--- config.mk ---
export PLATFORM = sky130hd
export DESIGN_NAME = sync_pulse_generator
export DESIGN_NICKNAME = d
export VERILOG_FILES = /design/src/hdl/spg_pkg.sv /design/src/hdl/sync_pulse_generator.sv /design/src/hdl/spg_front.sv /design/src/hdl/spg_rem_div.sv /design/src/hdl/spg_back.sv
export VERILOG_INCLUDE_DIRS = /design/src /design/src/hdl
export SDC_FILE = /design/constraint.sdc
export NUM_CORES = 2
export LEC_CHECK = 0
export BUFFER_PORTS_ARGS = -buffer_cell sky130_fd_sc_hd__buf_2
export CORE_MARGIN = 4
export CORE_UTILIZATION = 45
export CTS_CLUSTER_DIAMETER = 50
export CTS_CLUSTER_SIZE = 40
export DETAILED_ROUTE_END_ITERATION = 10
export SYNTH_ARGS = -nofsm -noshare
export SYNTH_HDL_FRONTEND = slang
export SYNTH_SLANG_ARGS = --single-unit
--- constraint.sdc ---
create_clock -name aclk -period 4.92 [get_ports aclk]
set_input_delay 0.492 -clock aclk [delete_from_list [all_inputs] [get_ports aclk]]
set_output_delay 0.492 -clock aclk [all_outputs]
set_load 0.03 [all_outputs]
--- src/hdl/sync_pulse_generator_macros.svh ---
// Assertion helpers for the sync pulse generator, used by spg_back.
`ifndef SYNC_PULSE_GENERATOR_MACROS_SVH
`define SYNC_PULSE_GENERATOR_MACROS_SVH

// Same-cycle implication, disabled while reset is asserted.
`define SPG_ASSERT_IMPLY(label, clk, rstn, ante, cons) \
    label: assert property (@(posedge clk) disable iff (!rstn) (ante) |-> (cons)) \
        else $error("spg assertion failed");

// Next-cycle implication, disabled while reset is asserted.
`define SPG_ASSERT_NEXT(label, clk, rstn, ante, cons) \
    label: assert property (@(posedge clk) disable iff (!rstn) (ante) |=> (cons)) \
        else $error("spg assertion failed");

`endif

--- src/hdl/spg_pkg.sv ---
package spg_pkg;

    localparam int MaxFramesPerTick = 32;
    localparam int FrameCntW = $clog2(MaxFramesPerTick + 1);
    localparam logic [FrameCntW-1:0] MAX_FRAMES_CNT = FrameCntW'(MaxFramesPerTick);

    localparam int DivW = 31;

    // Raw action codes on the input channel.
    localparam logic [2:0] ACT_TICK       = 3'd0;
    localparam logic [2:0] ACT_TRIGGER    = 3'd1;
    localparam logic [2:0] ACT_FRAME      = 3'd2;
    localparam logic [2:0] ACT_START_TEST = 3'd3;
    localparam logic [2:0] ACT_STOP_TEST  = 3'd4;
    localparam logic [2:0] ACT_START_SIM  = 3'd5;
    localparam logic [2:0] ACT_STOP_SIM   = 3'd6;

    // Configuration register indexes.
    localparam logic [2:0] CFG_PULSE_WIDTH    = 3'd0;
    localparam logic [2:0] CFG_TEST_TOTAL     = 3'd1;
    localparam logic [2:0] CFG_TEST_INTERVAL  = 3'd2;
    localparam logic [2:0] CFG_SIM_TOTAL      = 3'd3;
    localparam logic [2:0] CFG_SIM_INTERVAL   = 3'd4;

    localparam logic [19:0] PULSE_WIDTH_RST   = 20'd1000;
    localparam logic [15:0] TEST_TOTAL_RST    = 16'd1;
    localparam logic [30:0] TEST_INTERVAL_RST = 31'd1000000;
    localparam logic [19:0] SIM_TOTAL_RST     = 20'd1;
    localparam logic [30:0] SIM_INTERVAL_RST  = 31'd33333;

    localparam logic [19:0] PULSE_WIDTH_MIN = 20'd10;
    localparam logic [19:0] PULSE_WIDTH_MAX = 20'd1000000;
    localparam logic [20:0] PERIOD_GUARD    = 21'd100;
    localparam logic [30:0] PERIOD_MAX      = 31'd1800000000;
    localparam logic [19:0] SIM_TOTAL_MAX   = 20'd1000000;

    // Result kinds.
    localparam logic [1:0] EV_STATUS     = 2'd0;
    localparam logic [1:0] EV_TEST_PULSE = 2'd1;
    localparam logic [1:0] EV_TEST_END   = 2'd2;
    localparam logic [1:0] EV_FRAME      = 2'd3;

    typedef enum logic [2:0] {
        OP_TICK       = 3'd0,
        OP_TRIGGER    = 3'd1,
        OP_FRAME      = 3'd2,
        OP_START_TEST = 3'd3,
        OP_STOP_TEST  = 3'd4,
        OP_START_SIM  = 3'd5,
        OP_STOP_SIM   = 3'd6,
        OP_NOP        = 3'd7
    } op_t;

    typedef struct packed {
        op_t         op;
        logic [31:0] now_us;
    } item_t;

    typedef struct packed {
        logic            start;
        logic [DivW-1:0] dividend;
        logic [DivW-1:0] divisor;
    } div_req_t;

endpackage

--- src/hdl/sync_pulse_generator.sv ---
// An accepted transaction is executed in S_EXEC and its results are loaded in S_EMIT; a tick
// passes through S_TEST, S_DIV (the bit-serial remainder unit, only when it fires a test
// pulse) and S_FRAME before S_EMIT. Each transaction ends with a status result flagged last,
// and the next one is taken only after it is loaded; a tick yields at most 32 frame results.
// Results leave at one per cycle while m_ready is high; a two-entry queue buffers input.
// Reset (aresetn low, synchronous) clears control state and restores register defaults.
module sync_pulse_generator (
    input  logic        aclk,
    input  logic        aresetn,
    input  logic        s_valid,
    output logic        s_ready,
    input  logic [2:0]  s_action,
    input  logic [31:0] s_now_us,
    output logic        m_valid,
    input  logic        m_ready,
    output logic [1:0]  m_event_kind,
    output logic        m_sync_level,
    output logic [31:0] m_event_count,
    output logic [30:0] m_lateness_us,
    output logic        m_test_running,
    output logic        m_sim_running,
    output logic        m_last,
    input  logic        cfg_valid,
    output logic        cfg_ready,
    input  logic [2:0]  cfg_index,
    input  logic [30:0] cfg_data
);

    logic           q_valid;
    logic           q_pop;
    spg_pkg::item_t q_item;

    assign cfg_ready = 1'b1;

    spg_front u_front (
        .aclk     (aclk),
        .aresetn  (aresetn),
        .s_valid  (s_valid),
        .s_ready  (s_ready),
        .s_action (s_action),
        .s_now_us (s_now_us),
        .q_pop    (q_pop),
        .q_valid  (q_valid),
        .q_item   (q_item)
    );

    spg_back u_back (
        .aclk           (aclk),
        .aresetn        (aresetn),
        .q_valid        (q_valid),
        .q_item         (q_item),
        .q_pop          (q_pop),
        .cfg_valid      (cfg_valid),
        .cfg_index      (cfg_index),
        .cfg_data       (cfg_data),
        .m_valid        (m_valid),
        .m_ready        (m_ready),
        .m_event_kind   (m_event_kind),
        .m_sync_level   (m_sync_level),
        .m_event_count  (m_event_count),
        .m_lateness_us  (m_lateness_us),
        .m_test_running (m_test_running),
        .m_sim_running  (m_sim_running),
        .m_last         (m_last)
    );

endmodule

--- src/hdl/spg_front.sv ---
module spg_front (
    input  logic               aclk,
    input  logic               aresetn,
    input  logic               s_valid,
    output logic               s_ready,
    input  logic [2:0]         s_action,
    input  logic [31:0]        s_now_us,
    input  logic               q_pop,
    output logic               q_valid,
    output spg_pkg::item_t     q_item
);

    spg_pkg::op_t   op_dec;
    spg_pkg::item_t q_mem [2];
    logic           wr_ptr_reg, wr_ptr_next;
    logic           rd_ptr_reg, rd_ptr_next;
    logic [1:0]     count_reg, count_next;
    logic           push;

    always_comb begin
        unique case (s_action)
            spg_pkg::ACT_TICK:       op_dec = spg_pkg::OP_TICK;
            spg_pkg::ACT_TRIGGER:    op_dec = spg_pkg::OP_TRIGGER;
            spg_pkg::ACT_FRAME:      op_dec = spg_pkg::OP_FRAME;
            spg_pkg::ACT_START_TEST: op_dec = spg_pkg::OP_START_TEST;
            spg_pkg::ACT_STOP_TEST:  op_dec = spg_pkg::OP_STOP_TEST;
            spg_pkg::ACT_START_SIM:  op_dec = spg_pkg::OP_START_SIM;
            spg_pkg::ACT_STOP_SIM:   op_dec = spg_pkg::OP_STOP_SIM;
            default:                 op_dec = spg_pkg::OP_NOP;
        endcase
    end

    assign s_ready = (count_reg != 2'd2);
    assign push    = s_valid && s_ready;
    assign q_valid = (count_reg != 2'd0);
    assign q_item  = q_mem[rd_ptr_reg];

    always_comb begin
        wr_ptr_next = wr_ptr_reg ^ push;
        rd_ptr_next = rd_ptr_reg ^ q_pop;
        count_next  = count_reg + {1'b0, push} - {1'b0, q_pop};
    end

    always_ff @(posedge aclk) begin
        if (!aresetn) begin
            wr_ptr_reg <= 1'b0;
            rd_ptr_reg <= 1'b0;
            count_reg  <= 2'd0;
        end else begin
            wr_ptr_reg <= wr_ptr_next;
            rd_ptr_reg <= rd_ptr_next;
            count_reg  <= count_next;
        end
    end

    always_ff @(posedge aclk) begin
        if (push) begin
            q_mem[wr_ptr_reg] <= '{op: op_dec, now_us: s_now_us};
        end
    end

endmodule

--- src/hdl/spg_rem_div.sv ---
module spg_rem_div (
    input  logic                       aclk,
    input  logic                       aresetn,
    input  spg_pkg::div_req_t          req,
    output logic                       done,
    output logic [spg_pkg::DivW-1:0]   rem
);

    localparam int CntW = $clog2(spg_pkg::DivW);

    logic                      busy_reg, busy_next;
    logic                      done_reg, done_next;
    logic [CntW-1:0]           cnt_reg, cnt_next;
    logic [spg_pkg::DivW-1:0]  quo_reg, quo_next;
    logic [spg_pkg::DivW-1:0]  rem_reg, rem_next;
    logic [spg_pkg::DivW-1:0]  dvs_reg, dvs_next;
    logic [spg_pkg::DivW:0]    trial;

    // Restoring division, one quotient bit per cycle; only the remainder is kept.
    assign trial = {rem_reg, quo_reg[spg_pkg::DivW-1]};

    always_comb begin
        busy_next = busy_reg;
        done_next = 1'b0;
        cnt_next  = cnt_reg;
        quo_next  = quo_reg;
        rem_next  = rem_reg;
        dvs_next  = dvs_reg;
        if (req.start) begin
            busy_next = 1'b1;
            cnt_next  = CntW'(spg_pkg::DivW - 1);
            quo_next  = req.dividend;
            rem_next  = '0;
            dvs_next  = req.divisor;
        end else if (busy_reg) begin
            quo_next = {quo_reg[spg_pkg::DivW-2:0], 1'b0};
            if (trial >= {1'b0, dvs_reg}) begin
                rem_next = spg_pkg::DivW'(trial - {1'b0, dvs_reg});
            end else begin
                rem_next = trial[spg_pkg::DivW-1:0];
            end
            if (cnt_reg == '0) begin
                busy_next = 1'b0;
                done_next = 1'b1;
            end else begin
                cnt_next = cnt_reg - 1'b1;
            end
        end
    end

    always_ff @(posedge aclk) begin
        if (!aresetn) begin
            busy_reg <= 1'b0;
            done_reg <= 1'b0;
            cnt_reg  <= '0;
        end else begin
            busy_reg <= busy_next;
            done_reg <= done_next;
            cnt_reg  <= cnt_next;
        end
    end

    always_ff @(posedge aclk) begin
        quo_reg <= quo_next;
        rem_reg <= rem_next;
        dvs_reg <= dvs_next;
    end

    assign done = done_reg;
    assign rem  = rem_reg;

endmodule

--- src/hdl/spg_back.sv ---
`include "sync_pulse_generator_macros.svh"

module spg_back (
    input  logic                aclk,
    input  logic                aresetn,
    input  logic                q_valid,
    input  spg_pkg::item_t      q_item,
    output logic                q_pop,
    input  logic                cfg_valid,
    input  logic [2:0]          cfg_index,
    input  logic [30:0]         cfg_data,
    output logic                m_valid,
    input  logic                m_ready,
    output logic [1:0]          m_event_kind,
    output logic                m_sync_level,
    output logic [31:0]         m_event_count,
    output logic [30:0]         m_lateness_us,
    output logic                m_test_running,
    output logic                m_sim_running,
    output logic                m_last
);

    typedef enum logic [5:0] {
        S_IDLE  = 6'b000001,
        S_EXEC  = 6'b000010,
        S_TEST  = 6'b000100,
        S_DIV   = 6'b001000,
        S_FRAME = 6'b010000,
        S_EMIT  = 6'b100000
    } fsm_t;

    localparam int FW = spg_pkg::FrameCntW;

    // Configuration registers.
    logic [19:0] pw_reg, pw_next;
    logic [15:0] ttot_reg, ttot_next;
    logic [30:0] tint_reg, tint_next;
    logic [19:0] stot_reg, stot_next;
    logic [30:0] sint_reg, sint_next;

    // Architectural state.
    logic        line_high_reg, line_high_next;
    logic        pulse_running_reg, pulse_running_next;
    logic [31:0] pulse_start_reg, pulse_start_next;
    logic        test_on_reg, test_on_next;
    logic [15:0] test_done_reg, test_done_next;
    logic [31:0] test_due_reg, test_due_next;
    logic [30:0] test_period_reg, test_period_next;
    logic [15:0] test_total_reg, test_total_next;
    logic [31:0] frame_counter_reg, frame_counter_next;
    logic        sim_on_reg, sim_on_next;
    logic [19:0] sim_done_reg, sim_done_next;
    logic [31:0] sim_due_reg, sim_due_next;
    logic [19:0] sim_total_reg, sim_total_next;
    logic [30:0] sim_period_reg, sim_period_next;

    // Per-transaction sequencing.
    fsm_t          fsm_reg, fsm_next;
    spg_pkg::op_t  op_reg, op_next;
    logic [31:0]   now_reg, now_next;
    logic          ev_test_reg, ev_test_next;
    logic          ev_end_reg, ev_end_next;
    logic [30:0]   late_reg, late_next;
    logic [FW-1:0] nfr_reg, nfr_next;
    logic [FW-1:0] emitted_reg, emitted_next;
    logic [31:0]   frame_base_reg, frame_base_next;

    // Output register.
    logic        m_valid_reg, m_valid_next;
    logic [1:0]  m_kind_reg, m_kind_next;
    logic [31:0] m_count_reg, m_count_next;
    logic [30:0] m_late_reg, m_late_next;
    logic        m_last_reg, m_last_next;
    logic        m_sync_reg, m_sync_next;
    logic        m_test_reg, m_test_next;
    logic        m_sim_reg, m_sim_next;

    logic [19:0] width_c;
    logic [20:0] period_lo;
    logic [30:0] period_c;
    logic [19:0] sim_total_c;
    logic [30:0] sim_period_c;
    logic [31:0] test_late;
    logic [31:0] sim_late;
    logic        test_due_now;
    logic        sim_due_now;
    logic        pulse_expired;
    logic [15:0] test_done_inc;
    logic [19:0] sim_done_inc;
    logic        out_load;
    logic        out_last;

    spg_pkg::div_req_t        div_req;
    logic                     div_done;
    logic [spg_pkg::DivW-1:0] div_rem;

    spg_rem_div u_div (
        .aclk    (aclk),
        .aresetn (aresetn),
        .req     (div_req),
        .done    (div_done),
        .rem     (div_rem)
    );

    // Clamped run parameters, evaluated on use.
    always_comb begin
        if (pw_reg < spg_pkg::PULSE_WIDTH_MIN) begin
            width_c = spg_pkg::PULSE_WIDTH_MIN;
        end else if (pw_reg > spg_pkg::PULSE_WIDTH_MAX) begin
            width_c = spg_pkg::PULSE_WIDTH_MAX;
        end else begin
            width_c = pw_reg;
        end
        period_lo = {1'b0, width_c} + spg_pkg::PERIOD_GUARD;
        if (tint_reg < {10'd0, period_lo}) begin
            period_c = {10'd0, period_lo};
        end else if (tint_reg > spg_pkg::PERIOD_MAX) begin
            period_c = spg_pkg::PERIOD_MAX;
        end else begin
            period_c = tint_reg;
        end
        if (stot_reg == 20'd0) begin
            sim_total_c = 20'd1;
        end else if (stot_reg > spg_pkg::SIM_TOTAL_MAX) begin
            sim_total_c = spg_pkg::SIM_TOTAL_MAX;
        end else begin
            sim_total_c = stot_reg;
        end
        if (sint_reg == 31'd0) begin
            sim_period_c = 31'd1;
        end else if (sint_reg > spg_pkg::PERIOD_MAX) begin
            sim_period_c = spg_pkg::PERIOD_MAX;
        end else begin
            sim_period_c = sint_reg;
        end
    end

    // Deadlines are due when the wrapped difference reads as non-negative.
    assign test_late     = now_reg - test_due_reg;
    assign sim_late      = now_reg - sim_due_reg;
    assign test_due_now  = !test_late[31];
    assign sim_due_now   = !sim_late[31];
    assign pulse_expired = pulse_running_reg
                           && ((now_reg - pulse_start_reg) >= {12'd0, width_c});
    assign test_done_inc = test_done_reg + 16'd1;
    assign sim_done_inc  = sim_done_reg + 20'd1;

    assign q_pop    = (fsm_reg == S_IDLE) && q_valid;
    assign out_load = (fsm_reg == S_EMIT) && (!m_valid_reg || m_ready);
    assign out_last = !ev_test_reg && !ev_end_reg && (emitted_reg == nfr_reg);

    always_comb begin
        pw_next   = pw_reg;
        ttot_next = ttot_reg;
        tint_next = tint_reg;
        stot_next = stot_reg;
        sint_next = sint_reg;
        if (cfg_valid) begin
            case (cfg_index)
                spg_pkg::CFG_PULSE_WIDTH:   pw_next   = cfg_data[19:0];
                spg_pkg::CFG_TEST_TOTAL:    ttot_next = cfg_data[15:0];
                spg_pkg::CFG_TEST_INTERVAL: tint_next = cfg_data;
                spg_pkg::CFG_SIM_TOTAL:     stot_next = cfg_data[19:0];
                spg_pkg::CFG_SIM_INTERVAL:  sint_next = cfg_data;
                default: ;
            endcase
        end
    end

    always_comb begin
        line_high_next     = line_high_reg;
        pulse_running_next = pulse_running_reg;
        pulse_start_next   = pulse_start_reg;
        test_on_next       = test_on_reg;
        test_done_next     = test_done_reg;
        test_due_next      = test_due_reg;
        test_period_next   = test_period_reg;
        test_total_next    = test_total_reg;
        frame_counter_next = frame_counter_reg;
        sim_on_next        = sim_on_reg;
        sim_done_next      = sim_done_reg;
        sim_due_next       = sim_due_reg;
        sim_total_next     = sim_total_reg;
        sim_period_next    = sim_period_reg;
        fsm_next           = fsm_reg;
        op_next            = op_reg;
        now_next           = now_reg;
        ev_test_next       = ev_test_reg;
        ev_end_next        = ev_end_reg;
        late_next          = late_reg;
        nfr_next           = nfr_reg;
        emitted_next       = emitted_reg;
        frame_base_next    = frame_base_reg;
        div_req            = '{start: 1'b0, dividend: test_late[30:0],
                               divisor: test_period_reg};
        m_valid_next       = m_valid_reg && !m_ready;
        m_kind_next        = m_kind_reg;
        m_count_next       = m_count_reg;
        m_late_next        = m_late_reg;
        m_last_next        = m_last_reg;
        m_sync_next        = m_sync_reg;
        m_test_next        = m_test_reg;
        m_sim_next         = m_sim_reg;

        unique case (fsm_reg)
            S_IDLE: begin
                if (q_valid) begin
                    op_next      = q_item.op;
                    now_next     = q_item.now_us;
                    ev_test_next = 1'b0;
                    ev_end_next  = 1'b0;
                    nfr_next     = '0;
                    emitted_next = '0;
                    fsm_next     = S_EXEC;
                end
            end
            S_EXEC: begin
                fsm_next = S_EMIT;
                case (op_reg)
                    spg_pkg::OP_TICK: begin
                        if (pulse_expired) begin
                            line_high_next     = 1'b0;
                            pulse_running_next = 1'b0;
                        end
                        fsm_next = S_TEST;
                    end
                    spg_pkg::OP_TRIGGER: begin
                        line_high_next     = 1'b1;
                        pulse_running_next = 1'b1;
                        pulse_start_next   = now_reg;
                    end
                    spg_pkg::OP_FRAME: begin
                        frame_base_next    = frame_counter_reg;
                        frame_counter_next = frame_counter_reg + 32'd1;
                        nfr_next           = FW'(1);
                    end
                    spg_pkg::OP_START_TEST: begin
                        test_total_next  = (ttot_reg == 16'd0) ? 16'd1 : ttot_reg;
                        test_period_next = period_c;
                        test_done_next   = '0;
                        test_due_next    = now_reg;
                        test_on_next     = 1'b1;
                    end
                    spg_pkg::OP_STOP_TEST: begin
                        if (test_on_reg) begin
                            test_on_next = 1'b0;
                            ev_end_next  = 1'b1;
                        end
                    end
                    spg_pkg::OP_START_SIM: begin
                        sim_total_next  = sim_total_c;
                        sim_period_next = sim_period_c;
                        sim_done_next   = '0;
                        sim_due_next    = now_reg;
                        sim_on_next     = 1'b1;
                    end
                    spg_pkg::OP_STOP_SIM: begin
                        sim_on_next = 1'b0;
                    end
                    default: ;
                endcase
            end
            S_TEST: begin
                frame_base_next = frame_counter_reg;
                if (test_on_reg && !pulse_running_reg && test_due_now) begin
                    late_next          = test_late[30:0];
                    test_done_next     = test_done_inc;
                    ev_test_next       = 1'b1;
                    line_high_next     = 1'b1;
                    pulse_running_next = 1'b1;
                    pulse_start_next   = now_reg;
                    if (test_done_inc >= test_total_reg) begin
                        test_on_next = 1'b0;
                        ev_end_next  = 1'b1;
                    end
                    div_req.start = 1'b1;
                    fsm_next      = S_DIV;
                end else begin
                    fsm_next = S_FRAME;
                end
            end
            S_DIV: begin
                // The new deadline is the first whole period strictly past now.
                if (div_done) begin
                    test_due_next = now_reg - {1'b0, div_rem} + {1'b0, test_period_reg};
                    fsm_next      = S_FRAME;
                end
            end
            S_FRAME: begin
                if ((nfr_reg < spg_pkg::MAX_FRAMES_CNT) && sim_on_reg && sim_due_now) begin
                    frame_counter_next = frame_counter_reg + 32'd1;
                    nfr_next           = nfr_reg + FW'(1);
                    sim_done_next      = sim_done_inc;
                    sim_due_next       = sim_due_reg + {1'b0, sim_period_reg};
                    if (sim_done_inc >= sim_total_reg) begin
                        sim_on_next = 1'b0;
                    end
                end else begin
                    fsm_next = S_EMIT;
                end
            end
            S_EMIT: begin
                if (out_load) begin
                    m_valid_next = 1'b1;
                    m_sync_next  = line_high_reg;
                    m_test_next  = test_on_reg;
                    m_sim_next   = sim_on_reg;
                    m_late_next  = '0;
                    m_last_next  = 1'b0;
                    if (ev_test_reg) begin
                        m_kind_next  = spg_pkg::EV_TEST_PULSE;
                        m_count_next = {16'd0, test_done_reg};
                        m_late_next  = late_reg;
                        ev_test_next = 1'b0;
                    end else if (ev_end_reg) begin
                        m_kind_next  = spg_pkg::EV_TEST_END;
                        m_count_next = {16'd0, test_done_reg};
                        ev_end_next  = 1'b0;
                    end else if (emitted_reg != nfr_reg) begin
                        m_kind_next  = spg_pkg::EV_FRAME;
                        m_count_next = frame_base_reg + {{(32-FW){1'b0}}, emitted_reg}
                                       + 32'd1;
                        emitted_next = emitted_reg + FW'(1);
                    end else begin
                        m_kind_next  = spg_pkg::EV_STATUS;
                        m_count_next = '0;
                        m_last_next  = 1'b1;
                        fsm_next     = S_IDLE;
                    end
                end
            end
            default: fsm_next = S_IDLE;
        endcase
    end

    always_ff @(posedge aclk) begin
        if (!aresetn) begin
            pw_reg            <= spg_pkg::PULSE_WIDTH_RST;
            ttot_reg          <= spg_pkg::TEST_TOTAL_RST;
            tint_reg          <= spg_pkg::TEST_INTERVAL_RST;
            stot_reg          <= spg_pkg::SIM_TOTAL_RST;
            sint_reg          <= spg_pkg::SIM_INTERVAL_RST;
            line_high_reg     <= 1'b0;
            pulse_running_reg <= 1'b0;
            pulse_start_reg   <= '0;
            test_on_reg       <= 1'b0;
            test_done_reg     <= '0;
            test_due_reg      <= '0;
            test_period_reg   <= '0;
            test_total_reg    <= '0;
            frame_counter_reg <= '0;
            sim_on_reg        <= 1'b0;
            sim_done_reg      <= '0;
            sim_due_reg       <= '0;
            sim_total_reg     <= '0;
            sim_period_reg    <= '0;
            fsm_reg           <= S_IDLE;
            ev_test_reg       <= 1'b0;
            ev_end_reg        <= 1'b0;
            nfr_reg           <= '0;
            emitted_reg       <= '0;
            m_valid_reg       <= 1'b0;
        end else begin
            pw_reg            <= pw_next;
            ttot_reg          <= ttot_next;
            tint_reg          <= tint_next;
            stot_reg          <= stot_next;
            sint_reg          <= sint_next;
            line_high_reg     <= line_high_next;
            pulse_running_reg <= pulse_running_next;
            pulse_start_reg   <= pulse_start_next;
            test_on_reg       <= test_on_next;
            test_done_reg     <= test_done_next;
            test_due_reg      <= test_due_next;
            test_period_reg   <= test_period_next;
            test_total_reg    <= test_total_next;
            frame_counter_reg <= frame_counter_next;
            sim_on_reg        <= sim_on_next;
            sim_done_reg      <= sim_done_next;
            sim_due_reg       <= sim_due_next;
            sim_total_reg     <= sim_total_next;
            sim_period_reg    <= sim_period_next;
            fsm_reg           <= fsm_next;
            ev_test_reg       <= ev_test_next;
            ev_end_reg        <= ev_end_next;
            nfr_reg           <= nfr_next;
            emitted_reg       <= emitted_next;
            m_valid_reg       <= m_valid_next;
        end
    end

    always_ff @(posedge aclk) begin
        op_reg         <= op_next;
        now_reg        <= now_next;
        late_reg       <= late_next;
        frame_base_reg <= frame_base_next;
        m_kind_reg     <= m_kind_next;
        m_count_reg    <= m_count_next;
        m_late_reg     <= m_late_next;
        m_last_reg     <= m_last_next;
        m_sync_reg     <= m_sync_next;
        m_test_reg     <= m_test_next;
        m_sim_reg      <= m_sim_next;
    end

    assign m_valid        = m_valid_reg;
    assign m_event_kind   = m_kind_reg;
    assign m_sync_level   = m_sync_reg;
    assign m_event_count  = m_count_reg;
    assign m_lateness_us  = m_late_reg;
    assign m_test_running = m_test_reg;
    assign m_sim_running  = m_sim_reg;
    assign m_last         = m_last_reg;

    `SPG_ASSERT_IMPLY(a_div_done_in_div, aclk, aresetn, div_done, fsm_reg == S_DIV)
    `SPG_ASSERT_IMPLY(a_frame_bound, aclk, aresetn, 1'b1, nfr_reg <= spg_pkg::MAX_FRAMES_CNT)
    `SPG_ASSERT_NEXT(a_status_ends_step, aclk, aresetn, out_load && out_last, fsm_reg == S_IDLE)

endmodule

==> impl_metrics.tcl <==
set metrics [dict create \
    placedCellCount 5686 \
    yosys_warnings 0 \
    synthAdderAreaFrac 0.102 \
    antenna_found_initial 2 \
    switching_share 0.363 \
    critPathBufInv 1 \
    clk_pin_slew_ns 0.07 \
    r2r_slack_ns 0.47 \
    routed_via_density 5.64 \
    setup.worst_path.start_class "flip-flop" \
    place_hpwl_um 89700 \
    async_flop_share 0 \
    endpoint_kind "flip-flop" \
    cts_buffer_depth 3 \
    final_common_cell "nand2_1" \
    arrival_ns 5.06 \
    chipHeight_um 310 \
    criticalPathCategory "reg -> reg" \
    area_growth_pct 14.1 \
    path_max_fanout 9 \
    slew_headroom 0.189 \
    ys_seq_elements 745 \
    setup_tns_ns 0 \
    fmax_ghz 0.225 \
    drv_cap 0 \
    power_switching_mw 7.52 \
    synth-edff-count 299 \
    hold_viol_final 0 \
    fin_worst_skew_ns 0.0421 \
    synth_top_family_by_area "compound AO/OA/AOI/OAI gates" \
    cts_buffers 93 \
    p_leak_nw 17.9 \
    outcome "complete, no violations" \
    dp_slack_ns 0.538 \
    gp_congestion 0.921 \
    p_int_mw 13.2 \
    rows 110 \
    layout_common_cells "nand2_1, dfxtp_1, a21oi_1" \
    tightest_slew_ns 1.22 \
    ys_seq_area_frac 0.436 \
    hold_path.class "in -> reg" \
    path_common_cell "a21o_1" \
    fin_area_um2 46900 \
    synth_flop_cell "dfxtp_1" \
    drtIter0Drc 2687 \
    coreArea_um2 90300 \
    grt_pass1_vias 30800 \
    rsz0062_at_grt "no" \
    placed_cell_area_um2 43200 \
    post-route-util 0.519 \
    p_total_mw 20.7 \
    layout-drive-gt1-share 0.109 \
    max_stage_delay_ns 0.53 \
    layout.nets 5027 \
    period_needed_ns 4.45 \
    top_register "u_front.q_mem" \
    vias 33300 \
    hold_slack_ns 0.0941 \
    drc 0 \
    clk_latency_ns 0.69 \
    crit_family "compound AO/OA/AOI/OAI gates" \
    drt_first_pass_iters 5 \
    initial_core_util 0.455 \
    dieArea_um2 96200 \
    grt_first_pass_wirelength_um 185000 \
    antenna_cells 0 \
    htreeDepth 3 \
    synth_compound_area_frac 0.172 \
    critPathRequiredTime_ns 5.53 \
    synth.mux.area_fraction 0.0339 \
    postRouteAntennaNets 0 \
    drv_slew 0 \
    die_w_um 310 \
    largest_reg_flops 70 \
    cts_tree "built" \
    pin_count 146 \
    synthesis.instances 4475 \
    synth-simple-area-share 0.158 \
    clockRootBuffer "clkbuf_16" \
    slowest_stage "or4_1" \
    pwr-share-clk 0.350 \
    post_cts_buffers 0 \
    post-route-period-util 0.904 \
    syn_area_per_cell_um2 9.18 \
    ir_drop_mv 0.312 \
    cts_resized 0 \
    synth_xor_xnor_area_share 0.0467 \
    final_cell_count_no_fill 5896 \
    register_area_um2 17900 \
    io_buffers 144 \
    path_cells "or4_1, or2_1, o21ba_1, nor2_1, nand2_1, inv_1, nand2_1, xnor2_1, ha_1, a21o_1, a21o_1, a21o_1, a211oi_1, a21oi_1, a211oi_2, nand3_1, nor2_1, a221o_1" \
    pwr-share-seq 0.351 \
    synth_area_um2 41100 \
    grt_overflow 0 \
    grt_max_degree 99 \
    grt.total_usage 0.248 \
    powerDensity_nw_per_um2 442 \
    fin_ws_ns 0.470 \
    multi_input_area_um2 21200 \
    routed_wl_um 120000 \
    comb_power_share 0.299 \
    finalSetupViolations 0 \
    n_fill_cell 8449 \
    synthDistinctLibCells 87 \
    wl_per_cell_um 20.4 \
    cts_sinks 745 \
]
==> cells in the mapped netlist, drive strengths merged, types with 65 or more instances <==
library cell / instances / share of area
mux2: 65 / 0.018
inv: 357 / 0.033
nand3: 125 / 0.015
dfxtp: 446 / 0.22
ha: 278 / 0.085
xor2: 100 / 0.021
o21ai: 205 / 0.025
clkbuf: 158 / 0.014
a21oi: 386 / 0.047
nor2: 355 / 0.033
edfxtp: 299 / 0.22
xnor2: 119 / 0.025
a211oi: 103 / 0.019
mux2i: 66 / 0.016
nand2: 534 / 0.049
a21o: 86 / 0.016
==> logic make-up (layout without fill, tap and decap cells) <==
kind of cell	after synthesis	after routing
and+or+nand+nor	1412	1412
AOI/OAI and AO/OA	1112	1112
DFF	745	745
buffers and inverters	541	785
adders and majority gates	314	314
xor gates and xnor gates	219	219
muxes	131	131
other	1	2
==> what timing repair did <==
action	in CTS	in global routing
endpoints found under the hold margin	68	0
hold buffers	34	0
endpoints found under the setup margin	0	0
==> worst reg2reg max path, stage by stage (launching register included) <==
cell and delay (ns):
dfxtp_1 0.36, or4_1 0.53, or2_1 0.25, o21ba_1 0.30, nor2_1 0.14, nand2_1 0.13
inv_1 0.11, nand2_1 0.07, xnor2_1 0.23, ha_1 0.29, a21o_1 0.18, a21o_1 0.16
a21o_1 0.19, a211oi_1 0.22, a21oi_1 0.13, a211oi_2 0.45, nand3_1 0.35, nor2_1 0.20
a221o_1 0.12
==> per-layer routing <==
layer / track usage / part of all wire / vias to the layer above
met4: 0.0791 / 0.031 / 2
li1: - / - / 16300
met1: 0.367 / 0.48 / 15900
met2: 0.374 / 0.43 / 928
met3: 0.0348 / 0.060 / 151
met5: 0 / 0.00010 / -
==> cell type report <==
type,count,area share
Inverter,357,0.0287
Tap cell,1176,0.0314
Clock buffer,97,0.0513
Sequential cell,745,0.382
Clock inverter,79,0.0201
Multi-Input combinational cell,3190,0.451
Timing Repair Buffer,252,0.0353
==> final timing paths <==
path,start,to,depth (start not counted)
worst max register to register,u_back.pw_reg[12]$_SDFFE_PN0P_,u_back.test_period_reg[6]$_SDFFE_PN0P_,18
worst max-delay path,u_back.pw_reg[12]$_SDFFE_PN0P_,u_back.test_period_reg[6]$_SDFFE_PN0P_,18
worst min register to register,u_back.test_period_reg[12]$_SDFFE_PN0P_,u_back.u_div.dvs_reg[12]$_DFFE_PP_,0
worst min-delay path,cfg_data[21],u_back.tint_reg[21]$_SDFFE_PN0P_,3
==> power by group through the flow <==
stage | sequential, mW | combinational, mW | clock (mW)
after floorplan | 7.22 | 4.23 | 0
after global placement | 7.39 | 6.07 | 0
after detailed placement | 7.40 | 6.05 | 0
after CTS | 7.26 | 6.11 | 7.40
after global routing | 7.29 | 6.86 | 7.63
final | 7.27 | 6.19 | 7.25
Power figures use the tool's default switching activity.
